### config.mk
export PLATFORM = sky130hd
export DESIGN_NAME = r_type_alu_with_register_file
export DESIGN_NICKNAME = d
export VERILOG_FILES = /design/src/design/rtalu_pkg.sv /design/src/design/rtalu_ram.sv /design/src/design/rtalu_regfile.sv /design/src/design/rtalu_exec.sv /design/src/design/r_type_alu_with_register_file.sv
export VERILOG_INCLUDE_DIRS = /design/src /design/src/design
export SDC_FILE = /design/constraint.sdc
export NUM_CORES = 2
export LEC_CHECK = 0
export ABC_AREA = 1
export BUFFER_PORTS_ARGS = -buffer_cell sky130_fd_sc_hd__buf_4
export CAP_MARGIN = 20
export CORE_MARGIN = 3
export CORE_UTILIZATION = 35
export DETAILED_ROUTE_END_ITERATION = 6
export SLEW_MARGIN = 10
export SYNTH_ARGS = -nofsm -noshare
export SYNTH_HDL_FRONTEND = slang
export SYNTH_SLANG_ARGS = --single-unit
### constraint.sdc
create_clock -name clk -period 5.5 [get_ports clk]
set_input_delay 1.1 -clock clk [delete_from_list [all_inputs] [get_ports clk]]
set_output_delay 1.1 -clock clk [all_outputs]
set_load 0.02 [all_outputs]
### src/design/assert_macros.svh
// assertion macros shared by the design files
`ifndef ASSERT_MACROS_SVH
`define ASSERT_MACROS_SVH

// same-cycle implication, sampled on clk, off during reset
`define ASSERT_IMPLIES(label, ante, cons, msg) \
  label: assert property (@(posedge clk) disable iff (!rst_n) (ante) |-> (cons)) \
    else $error(msg);

// next-cycle implication, sampled on clk, off during reset
`define ASSERT_NEXT(label, ante, cons, msg) \
  label: assert property (@(posedge clk) disable iff (!rst_n) (ante) |=> (cons)) \
    else $error(msg);

`endif

### src/design/rtalu_pkg.sv
// types and constants of the r-type alu with register file
package rtalu_pkg;

  localparam int DATA_W    = 32;
  localparam int IDX_W     = 5;
  localparam int REG_COUNT = 2 ** IDX_W;
  localparam int OP_W      = 4;
  localparam int PC_W      = 32;

  typedef enum logic [OP_W-1:0] {
    OP_ADD  = 4'd0,
    OP_SUB  = 4'd1,
    OP_AND  = 4'd2,
    OP_OR   = 4'd3,
    OP_XOR  = 4'd4,
    OP_NOR  = 4'd5,
    OP_NAND = 4'd6,
    OP_SLT  = 4'd7,
    OP_SLL  = 4'd8,
    OP_SRL  = 4'd9,
    OP_SRA  = 4'd10,
    OP_JR   = 4'd11
  } alu_op_t;

  typedef struct packed {
    logic             en;
    logic [IDX_W-1:0] addr;
    logic [DATA_W-1:0] data;
  } rf_wr_t;

  typedef struct packed {
    logic [DATA_W-1:0] result;
    logic              write_en;
    logic              overflow;
    logic              zero_write;
    logic              jump;
  } exec_res_t;

endpackage

### src/design/rtalu_ram.sv
// generic ram, one write port, two registered read ports
module rtalu_ram #(
  parameter int WIDTH = 32,
  parameter int DEPTH = 32
) (
  input  logic                     clk,
  input  logic                     we,
  input  logic [$clog2(DEPTH)-1:0] waddr,
  input  logic [WIDTH-1:0]         wdata,
  input  logic                     re,
  input  logic [$clog2(DEPTH)-1:0] raddr_a,
  input  logic [$clog2(DEPTH)-1:0] raddr_b,
  output logic [WIDTH-1:0]         rdata_a,
  output logic [WIDTH-1:0]         rdata_b
);

  logic [WIDTH-1:0] mem [DEPTH];

  always_ff @(posedge clk) begin
    if (we) begin
      mem[waddr] <= wdata;
    end
    if (re) begin
      rdata_a <= mem[raddr_a];
      rdata_b <= mem[raddr_b];
    end
  end

endmodule

### src/design/rtalu_regfile.sv
// register file: ram, per-entry valid bits and write bypass
`include "assert_macros.svh"
module rtalu_regfile (
  input  logic                           clk,
  input  logic                           rst_n,
  input  logic                           rd_en,
  input  logic [rtalu_pkg::IDX_W-1:0]    rd_addr_a,
  input  logic [rtalu_pkg::IDX_W-1:0]    rd_addr_b,
  input  rtalu_pkg::rf_wr_t              wr,
  output logic [rtalu_pkg::DATA_W-1:0]   rd_data_a,
  output logic [rtalu_pkg::DATA_W-1:0]   rd_data_b
);

  logic [rtalu_pkg::REG_COUNT-1:0] valid_r;
  logic                            fwd_a_r;
  logic                            fwd_b_r;
  logic                            val_a_r;
  logic                            val_b_r;
  logic [rtalu_pkg::DATA_W-1:0]    fwd_data_r;
  logic [rtalu_pkg::DATA_W-1:0]    ram_a;
  logic [rtalu_pkg::DATA_W-1:0]    ram_b;

  rtalu_ram #(
    .WIDTH (rtalu_pkg::DATA_W),
    .DEPTH (rtalu_pkg::REG_COUNT)
  ) u_ram (
    .clk     (clk),
    .we      (wr.en),
    .waddr   (wr.addr),
    .wdata   (wr.data),
    .re      (rd_en),
    .raddr_a (rd_addr_a),
    .raddr_b (rd_addr_b),
    .rdata_a (ram_a),
    .rdata_b (ram_b)
  );

  always_ff @(posedge clk) begin
    if (!rst_n) begin
      valid_r <= '0;
    end else if (wr.en) begin
      valid_r[wr.addr] <= 1'b1;
    end
  end

  // a write landing on the read edge is taken from the bypass
  always_ff @(posedge clk) begin
    if (rd_en) begin
      fwd_a_r    <= wr.en && (wr.addr == rd_addr_a);
      fwd_b_r    <= wr.en && (wr.addr == rd_addr_b);
      val_a_r    <= valid_r[rd_addr_a];
      val_b_r    <= valid_r[rd_addr_b];
      fwd_data_r <= wr.data;
    end
  end

  assign rd_data_a = fwd_a_r ? fwd_data_r : (val_a_r ? ram_a : '0);
  assign rd_data_b = fwd_b_r ? fwd_data_r : (val_b_r ? ram_b : '0);

  `ASSERT_IMPLIES(a_no_zero_write, wr.en, wr.addr != '0, "write to register zero")

endmodule

### src/design/rtalu_exec.sv
// alu operations, write decision and program counter update
module rtalu_exec (
  input  logic [rtalu_pkg::OP_W-1:0]   op_sel,
  input  logic [rtalu_pkg::IDX_W-1:0]  dest,
  input  logic [rtalu_pkg::IDX_W-1:0]  shamt,
  input  logic [rtalu_pkg::DATA_W-1:0] a,
  input  logic [rtalu_pkg::DATA_W-1:0] b,
  input  logic [rtalu_pkg::PC_W-1:0]   pc,
  output rtalu_pkg::exec_res_t         res,
  output logic [rtalu_pkg::PC_W-1:0]   pc_nxt
);

  localparam int MSB = rtalu_pkg::DATA_W - 1;

  logic [rtalu_pkg::DATA_W-1:0] sum_v;
  logic [rtalu_pkg::DATA_W-1:0] diff_v;

  assign sum_v  = a + b;
  assign diff_v = a - b;

  always_comb begin
    logic alu;
    alu            = 1'b1;
    res            = '0;
    pc_nxt         = pc;
    unique case (rtalu_pkg::alu_op_t'(op_sel))
      rtalu_pkg::OP_ADD: begin
        res.result   = sum_v;
        res.overflow = ~(a[MSB] ^ b[MSB]) & (a[MSB] ^ sum_v[MSB]);
      end
      rtalu_pkg::OP_SUB: begin
        res.result   = diff_v;
        res.overflow = (a[MSB] ^ b[MSB]) & (a[MSB] ^ diff_v[MSB]);
      end
      rtalu_pkg::OP_AND:  res.result = a & b;
      rtalu_pkg::OP_OR:   res.result = a | b;
      rtalu_pkg::OP_XOR:  res.result = a ^ b;
      rtalu_pkg::OP_NOR:  res.result = ~(a | b);
      rtalu_pkg::OP_NAND: res.result = ~(a & b);
      rtalu_pkg::OP_SLT: begin
        res.result = {{(rtalu_pkg::DATA_W-1){1'b0}}, ($signed(a) < $signed(b))};
      end
      rtalu_pkg::OP_SLL:  res.result = b << shamt;
      rtalu_pkg::OP_SRL:  res.result = b >> shamt;
      rtalu_pkg::OP_SRA:  res.result = $unsigned($signed(b) >>> shamt);
      rtalu_pkg::OP_JR: begin
        alu      = 1'b0;
        res.jump = 1'b1;
        pc_nxt   = a[rtalu_pkg::PC_W-1:0];
      end
      default: alu = 1'b0;
    endcase
    if (alu) begin
      res.zero_write = (dest == '0);
      res.write_en   = (dest != '0);
    end
  end

endmodule

### src/design/r_type_alu_with_register_file.sv
// top level of the r-type alu with register file
//
// input channel (in_valid / in_ready) carries one decoded register-format
// instruction per transfer; output channel (out_valid / out_ready) carries
// one result per instruction, in order.
// an accepted instruction sits in the operand stage while the register file
// read completes, then passes through the alu and writes back, and its
// result is held in the output register.
// throughput is one instruction per cycle unless stalled; a result of
// one instruction is visible to the very next through the write bypass in
// the register file. the register file read (registered ram ports) and the
// single alu pass set the two-stage depth.
// when the receiver stalls, the output register holds its result, the
// operand stage holds one more instruction, and in_ready falls once both
// are full.
// reset clears the program counter and all register valid bits, so every
// register reads zero; no clearing pass is needed and the block is ready as
// soon as reset is released.
`include "assert_macros.svh"
module r_type_alu_with_register_file (
  input  logic                           clk,
  input  logic                           rst_n,
  input  logic                           in_valid,
  output logic                           in_ready,
  input  logic [rtalu_pkg::OP_W-1:0]     in_op_select,
  input  logic [rtalu_pkg::IDX_W-1:0]    in_src_a_index,
  input  logic [rtalu_pkg::IDX_W-1:0]    in_src_b_index,
  input  logic [rtalu_pkg::IDX_W-1:0]    in_dest_index,
  input  logic [rtalu_pkg::IDX_W-1:0]    in_shift_amount,
  output logic                           out_valid,
  input  logic                           out_ready,
  output logic [rtalu_pkg::DATA_W-1:0]   out_result_value,
  output logic                           out_write_done,
  output logic                           out_overflow_flag,
  output logic                           out_zero_write_flag,
  output logic                           out_jump_taken,
  output logic [rtalu_pkg::PC_W-1:0]     out_next_pc
);

  logic                          s1_valid_r;
  logic                          s1_valid_nxt;
  logic [rtalu_pkg::OP_W-1:0]    s1_op_r;
  logic [rtalu_pkg::IDX_W-1:0]   s1_dest_r;
  logic [rtalu_pkg::IDX_W-1:0]   s1_shamt_r;
  logic                          out_valid_r;
  logic                          out_valid_nxt;
  rtalu_pkg::exec_res_t          res_r;
  logic [rtalu_pkg::PC_W-1:0]    pc_r;
  logic [rtalu_pkg::PC_W-1:0]    pc_nxt;
  logic [rtalu_pkg::DATA_W-1:0]  opnd_a;
  logic [rtalu_pkg::DATA_W-1:0]  opnd_b;
  rtalu_pkg::exec_res_t          exec_res;
  rtalu_pkg::rf_wr_t             rf_wr;
  logic                          accept;
  logic                          exec_go;

  assign exec_go  = s1_valid_r && (!out_valid_r || out_ready);
  assign in_ready = !s1_valid_r || exec_go;
  assign accept   = in_valid && in_ready;

  assign rf_wr.en   = exec_go && exec_res.write_en;
  assign rf_wr.addr = s1_dest_r;
  assign rf_wr.data = exec_res.result;

  rtalu_regfile u_regfile (
    .clk       (clk),
    .rst_n     (rst_n),
    .rd_en     (accept),
    .rd_addr_a (in_src_a_index),
    .rd_addr_b (in_src_b_index),
    .wr        (rf_wr),
    .rd_data_a (opnd_a),
    .rd_data_b (opnd_b)
  );

  rtalu_exec u_exec (
    .op_sel (s1_op_r),
    .dest   (s1_dest_r),
    .shamt  (s1_shamt_r),
    .a      (opnd_a),
    .b      (opnd_b),
    .pc     (pc_r),
    .res    (exec_res),
    .pc_nxt (pc_nxt)
  );

  always_comb begin
    s1_valid_nxt = s1_valid_r;
    if (accept) begin
      s1_valid_nxt = 1'b1;
    end else if (exec_go) begin
      s1_valid_nxt = 1'b0;
    end
    out_valid_nxt = out_valid_r;
    if (exec_go) begin
      out_valid_nxt = 1'b1;
    end else if (out_ready) begin
      out_valid_nxt = 1'b0;
    end
  end

  always_ff @(posedge clk) begin
    if (!rst_n) begin
      s1_valid_r  <= 1'b0;
      out_valid_r <= 1'b0;
      pc_r        <= '0;
    end else begin
      s1_valid_r  <= s1_valid_nxt;
      out_valid_r <= out_valid_nxt;
      if (exec_go) begin
        pc_r <= pc_nxt;
      end
    end
  end

  always_ff @(posedge clk) begin
    if (accept) begin
      s1_op_r    <= in_op_select;
      s1_dest_r  <= in_dest_index;
      s1_shamt_r <= in_shift_amount;
    end
    if (exec_go) begin
      res_r <= exec_res;
    end
  end

  assign out_valid           = out_valid_r;
  assign out_result_value    = res_r.result;
  assign out_write_done      = res_r.write_en;
  assign out_overflow_flag   = res_r.overflow;
  assign out_zero_write_flag = res_r.zero_write;
  assign out_jump_taken      = res_r.jump;
  assign out_next_pc         = pc_r;

  `ASSERT_NEXT(a_accept_fills_stage, accept, s1_valid_r, "accepted item lost")
  `ASSERT_IMPLIES(a_stall_blocks_input, s1_valid_r && out_valid_r && !out_ready, !in_ready,
    "input taken while both stages full")
  `ASSERT_NEXT(a_pc_only_on_jump, !(exec_go && exec_res.jump), $stable(pc_r),
    "program counter moved without jump")
  `ASSERT_IMPLIES(a_jump_no_write, exec_go && exec_res.jump, !rf_wr.en,
    "jump wrote the register file")

endmodule
After elaboration in Yosys (flattened, before gate mapping):

Memories as Yosys holds them, arrays and structs flattened. A register that Yosys moved wholly into a read port is not among the register bits.
Cells that the tools add are included.

* flip-flop bits (word level): 152
* input bits: 28
* RAM bits: 1024
* logic and storage cells: 91
* memory bits (read-only): 0
* latch bits: 0
* output and inout port bits: 70
* memories: 1

Memories
* u_regfile.u_ram.mem: words 32, width 32, read ports 2, clocked after Yosys merged registers in 2, wr ports 1, line rtalu_ram.sv:17 `logic [WIDTH-1:0] mem [DEPTH];`

* reduce and logical (&&, ||, !) cells: 17
* add/subtract/negate cells: 2
* shifts and indexed selects: 3
* multiplexer cells: 21
* $mul: 0
* $lt $le $gt $ge: 5
* bitwise operators: 12
* equality and inequality tests: 13
* divide/modulo/power cells: 0

Operators by type and width (number)
* 32-bit one-hot mux with 11 select lines: 1
* 32-bit two-way mux: 4
* 32-bit NOT: 2
* 32-bit bitwise OR: 2
* 32-bit adder: 1
* 32-bit AND: 1
* 32-bit less-than comparator: 1
* 32-bit by 5-bit left shift with 32-bit output: 1
* 32-bit by 5-bit right shift with 32-bit output: 1
* 32-bit by 5-bit >>> shifter with 32-bit output: 1
* 32-bit subtractor: 1
* 32-bit bitwise XOR: 1
* 5-bit by 6-bit less-than comparator with 1-bit output (second input constant): 3
* 4-bit by 3-bit equality test with 1-bit output (second input constant): 4
* 4-bit equality test (second input constant): 4
* 1-bit two-way mux: 12
* 11-bit OR reduction: 1
* 1-bit binary-select mux with 5-bit select: 2
* 5-bit equality test: 2
* 4-bit by 2-bit equality test with 1-bit output (second input constant): 2
* 1-bit logical AND: 6
* 1-bit demux with 5-bit select: 1
* 5-bit by 1-bit >= comparator with 1-bit output (second input constant): 1
* 5-bit zero test: 1
* 11 further kinds: 17

Longest topological paths before layout:

* depth after elaboration: 7
* depth in mapped cells: 23
* depth with buffers taken out: 21

Cells and area by module:

A second synthesis with hierarchy kept.

* cell total of the unflattened synthesis: 9082
* area total of the unflattened synthesis: 72024.1 µm²

By module, submodules not included
* rtalu_ram: area each 54447.2 µm², cells an instance 5999, sequential area each 32671.3 µm², times used 1
* rtalu_exec: area each 10807.9 µm², cells an instance 2301, sequential area each 0.0 µm², times used 1
* rtalu_regfile: area each 3738.6 µm², cells an instance 507, sequential area each 1721.7 µm², times used 1
* r_type_alu_with_register_file: area each 3030.4 µm², cells an instance 275, sequential area each 2182.1 µm², times used 1

Least setup slack after synthesis:

Ideal clock, no wire load.

* path type: input to register
* start: input out_ready
* end: register s1_dest_r[0] (netlist bit), enable pin
* library setup time: 0.467 ns
* path slack: 1.363 ns
* stages: 4
* data required time: 5.033 ns
* arrival time: 3.669 ns
* path buffers: 0
* path through: inv_1 > nand3_1 > nand2_1 > inv_1

* cells in the longest elaborated chain, start to end: 4

Ends and longest elaborated chain
* start, declared: line r_type_alu_with_register_file.sv:31 `input logic out_ready,`
* 1-bit logical OR: line r_type_alu_with_register_file.sv:57 `assign exec_go = s1_valid_r && (!out_valid_r || out_ready);`
* 1-bit logical AND: line r_type_alu_with_register_file.sv:57
* 1-bit logical OR: line r_type_alu_with_register_file.sv:58 `assign in_ready = !s1_valid_r || exec_go;`
* via in_ready: line r_type_alu_with_register_file.sv:24 `output logic in_ready,`
* 1-bit logical AND: line r_type_alu_with_register_file.sv:59 `assign accept = in_valid && in_ready;`
* via accept: line r_type_alu_with_register_file.sv:54 `logic accept;`
* end signal, assigned: line r_type_alu_with_register_file.sv:119 `s1_dest_r <= in_dest_index;`
* end, declared: line r_type_alu_with_register_file.sv:43 `logic [rtalu_pkg::IDX_W-1:0] s1_dest_r;`

The timed path passes the listed nets, and every way through them passes these cells.
A chain may end at the register's enable or synchronous reset.

==> impl_metrics.py <==
metrics = {
    "die": {
        "num_io_pins": 98,
        "dieArea_um2": 195000,
        "die_y_um": 442,
        "rows": 159,
        "core_area_um2": 188000,
        "start_util": 0.353,
        "chipWidth_um": 442,
    },
    "setup_path": {
        "critPathMaxFanout": 34,
        "critPathLaunchType": "flip-flop",
        "cp_data_required_time_ns": 5.97,
        "cpMaxStageDelayCell": "a22oi_1",
        "path_class": "reg -> reg",
        "crit_top_cell": "inv_1",
        "cp_slowest_stage_delay_ns": 0.74,
        "crit_chain": "buf_4 > inv_2 > nand2_1 > inv_1 > buf_12 > a22oi_1 > ha_1 > inv_1 > o22ai_1 > nor3_1 > o21ai_0 > inv_1 > nand2_1 > nor2_1 > nand4_1 > buf_4",
        "crit_path_end_kind": "flip-flop",
        "arrival_ns": 5.31,
    },
    "clocking": {
        "clock-sinks": 1240,
        "postCtsHoldBufs": 0,
        "htreeDepth": 4,
        "root_buffer": "clkbuf_16",
        "cts_resized": 0,
        "cts_tree": "built",
        "clk_latency_ns": 0.84,
        "clock_path_buffers": 3,
        "clk_pin_slew_ns": 0.06,
        "cts_buffers": 136,
        "postCtsSetupRepairBufs": 0,
    },
    "detailed_routing": {
        "postRouteAntennaNets": 0,
        "post_drt_wl_per_cell_um": 30.1,
        "met1Wirelength_um": 113000,
        "drt-total-wl_um": 292000,
        "viasPerCell": 6.38,
        "dr.max_layer_used": "met5",
        "met2_length_um": 127000,
        "met3WireLength_um": 36100,
        "firstDrtPassIters": 7,
        "vias": 62065,
        "drtIter0Drc": 10089,
        "drc": 15,
    },
    "job": {
        "max_cap_violations": 0,
    },
    "final_layout": {
        "fill_cells": 18177,
        "drive_gt1_frac": 0.0869,
        "area_delta_synth_final_pct": 12.7,
        "final_area_um2": 75000,
        "nets": 7242,
    },
    "timing": {
        "timing.final.crit_share": 0.879,
        "fmax_mhz": 207,
        "slew_viol_final": 0,
        "tightest_slew_ns": 1.18,
        "grt_setup_unrepaired": "no",
        "fin_setup_tns_ns": 0,
        "max_slew_margin": 0.211,
        "fin_worst_skew_ns": 0.0758,
        "setup_violations": 0,
        "hold_viol_final": 0,
        "worst_slack_ns": 0.666,
        "layout_min_cycle_time_ns": 4.83,
    },
    "global_route": {
        "gr-usage-all-layers": 0.285,
        "antenna_found_initial": 16,
        "grt_max_degree": 189,
        "first_global_vias": 57800,
        "grt_pass1_wl_um": 410000,
        "grt_overflow_total": 0,
    },
    "logic_synthesis": {
        "yosysUniqueCellTypes": 60,
        "yosysWarnings": 0,
        "synth_edf_count": 1174,
        "synthArstFlopShare": 0,
        "syn-cell-area_um2": 66600,
        "synth_ff_type": "edfxtp_1",
        "synth-seq-cells": 1240,
        "yosysSeqAreaShare": 0.549,
        "syn_inst": 7228,
        "syn_avg_cell_area_um2": 9.21,
    },
    "status": {
        "violations": "design-rule violations",
        "status": "complete, but fails checks",
    },
    "placed_design": {
        "place_ws_ns": 0.871,
        "dp.final_hpwl_um": 178000,
        "portBuffers": 97,
        "post_dp_cell_area_um2": 70500,
        "gp_congestion": 1.04,
    },
    "power": {
        "power_mw": 24.5,
        "power_leakage_nw": 25.9,
        "irDropWorstVdd_mv": 0.287,
        "power.density_nw_per_um2": 327,
    },
    "worst_hold_path": {
        "hp-class": "reg -> reg",
    },
}
[kinds of logic (layout without fill, tap and decap cells)]
group	after synthesis	count (layout)	synth area share
AND/OR/NAND/NOR	2746	2746	0.173
AO/OA/AOI/OAI	2245	2245	0.204
flip-flops	1240	1240	0.549
buffers and inverters	885	852	0.0536
adder cells (fa/ha/maj)	98	98	0.0186
XOR/XNOR	12	12	0.00158
other	1	36	0.0000563
multiplexers	1	1	0.000150
[registers in the layout, summed over array words and instances, names as in the netlist]
name                     cells
u_regfile.u_ram.mem       1024
out_next_pc                 32
out_result_value            32
u_regfile.fwd_data_r        32
u_regfile.u_ram.rdata_a     32
u_regfile.u_ram.rdata_b     32
u_regfile.valid_r           32
s1_dest_r                    5
s1_shamt_r                   5
s1_op_r                      4
out_jump_taken               1
out_overflow_flag            1
out_valid                    1
out_write_done               1
out_zero_write_flag          1
s1_valid_r                   1
u_regfile.fwd_a_r            1
u_regfile.fwd_b_r            1
u_regfile.val_a_r            1
u_regfile.val_b_r            1
[layout make-up]
type / instances / area, um2 / area share
flip-flops and latches: 1240 / 36600 / 0.488
multi-input cells: 5134 / 26800 / 0.357
clock buffers: 165 / 3530 / 0.0471
well taps: 2495 / 3120 / 0.0416
repair buffers: 284 / 2790 / 0.0372
inverters: 320 / 1250 / 0.0167
clock inverters: 83 / 956 / 0.0127
diodes: 4 / 10.0 / 0.000133
[cell usage after synthesis, types with 12 or more instances]
library cell | n | area [um2]
a31oi_1 | 74 | 463
a21oi_1 | 209 | 1050
o22ai_1 | 124 | 776
nor3_1 | 24 | 120
a32o_1 | 15 | 150
o21ai_0 | 1236 | 6190
nand2_1 | 694 | 2610
o211ai_1 | 25 | 188
edfxtp_1 | 1174 | 35300
nor2_1 | 1370 | 5140
nand3_2 | 27 | 270
buf_2 | 144 | 721
dfxtp_1 | 66 | 1320
nand4_1 | 29 | 181
nand2_2 | 27 | 169
inv_2 | 20 | 75.1
a32oi_1 | 57 | 499
nand3_1 | 539 | 2700
o21ai_1 | 23 | 115
a211oi_1 | 12 | 90.1
o221ai_1 | 392 | 3430
ha_1 | 96 | 1200
a22oi_1 | 30 | 225
buf_1 | 38 | 143
inv_1 | 295 | 1110
clkbuf_1 | 371 | 1390
[worst max-delay path: cells and delay by family, from the launching register on]
family	cells	cell delay, ns
buf+inv	7	1.23
flops	1	0.32
fa+ha+maj	1	0.46
simple gates	5	1.22
compound gates	3	1.18
[stage by stage]
stage | cells | hold WS, ns | util
2_1_floorplan | 7259 | 0.421 | -
3_3_place_gp | 9472 | 0.439 | 0.374
3_5_place_dp | 9472 | 0.452 | 0.374
4_1_cts | 9720 | 0.409 | 0.398
5_1_grt | 9722 | 0.433 | 0.398
6_report | 9725 | 0.460 | 0.398
[power breakdown]
group          total, mW  internal [mW]  switching (mW)
Combinational       4.08          0.980            3.10
Clock               9.35           5.23            4.12
Sequential          11.1           10.9           0.186
Total               24.5           17.1            7.41
[cell usage in the layout (no fill, tap or decap), types with 15 or more instances in the layout]
| master | Yosys | routed |
|---|---|---|
| o221ai_1 | 392 | 392 |
| buf_12 | 0 | 50 |
| inv_2 | 20 | 19 |
| buf_4 | 6 | 228 |
| nor2_1 | 1370 | 1338 |
| conb_1 | 1 | 32 |
| inv_1 | 295 | 291 |
| dfxtp_1 | 66 | 66 |
| nand3_1 | 539 | 539 |
| nor3_1 | 24 | 24 |
| o22ai_1 | 124 | 124 |
| clkinv_1 | 5 | 23 |
| o211ai_1 | 25 | 25 |
| nand2_2 | 27 | 27 |
| a22oi_1 | 30 | 30 |
| clkbuf_1 | 371 | 27 |
| a32oi_1 | 57 | 57 |
| o21ai_0 | 1236 | 1236 |
| clkinv_2 | 0 | 22 |
| nand3_2 | 27 | 27 |
| o21ai_1 | 23 | 23 |
| clkbuf_16 | 0 | 136 |
| a31oi_1 | 74 | 74 |
| nand2_1 | 694 | 694 |
| a32o_1 | 15 | 15 |
| ha_1 | 96 | 96 |
| nand4_1 | 29 | 29 |
| edfxtp_1 | 1174 | 1174 |
| nor2_4 | 3 | 35 |
| a21oi_1 | 209 | 209 |
[final timing paths]
check	from	to	slack [ns]	cells after the start
worst max register to register	u_regfile.fwd_a_r$_DFFE_PP_	u_regfile.u_ram.mem[7][31]$_DFFE_PP_	0.67	16
worst min register to register	u_regfile.valid_r[0]$_SDFFE_PN0P_	u_regfile.valid_r[0]$_SDFFE_PN0P_	0.46	2
worst min-delay path	u_regfile.valid_r[0]$_SDFFE_PN0P_	u_regfile.valid_r[0]$_SDFFE_PN0P_	0.46	2
worst max-delay path	u_regfile.fwd_a_r$_DFFE_PP_	u_regfile.u_ram.mem[7][31]$_DFFE_PP_	0.67	16
[per-layer routing]
| layer | global-route usage | up-vias |
|---|---|---|
| met2 | 0.433 | 4716 |
| met5 | 0 | - |
| li1 | - | 26153 |
| met1 | 0.384 | 30325 |
| met4 | 0.139 | 4 |
| met3 | 0.0653 | 867 |
Power figures use the tool's default switching activity.
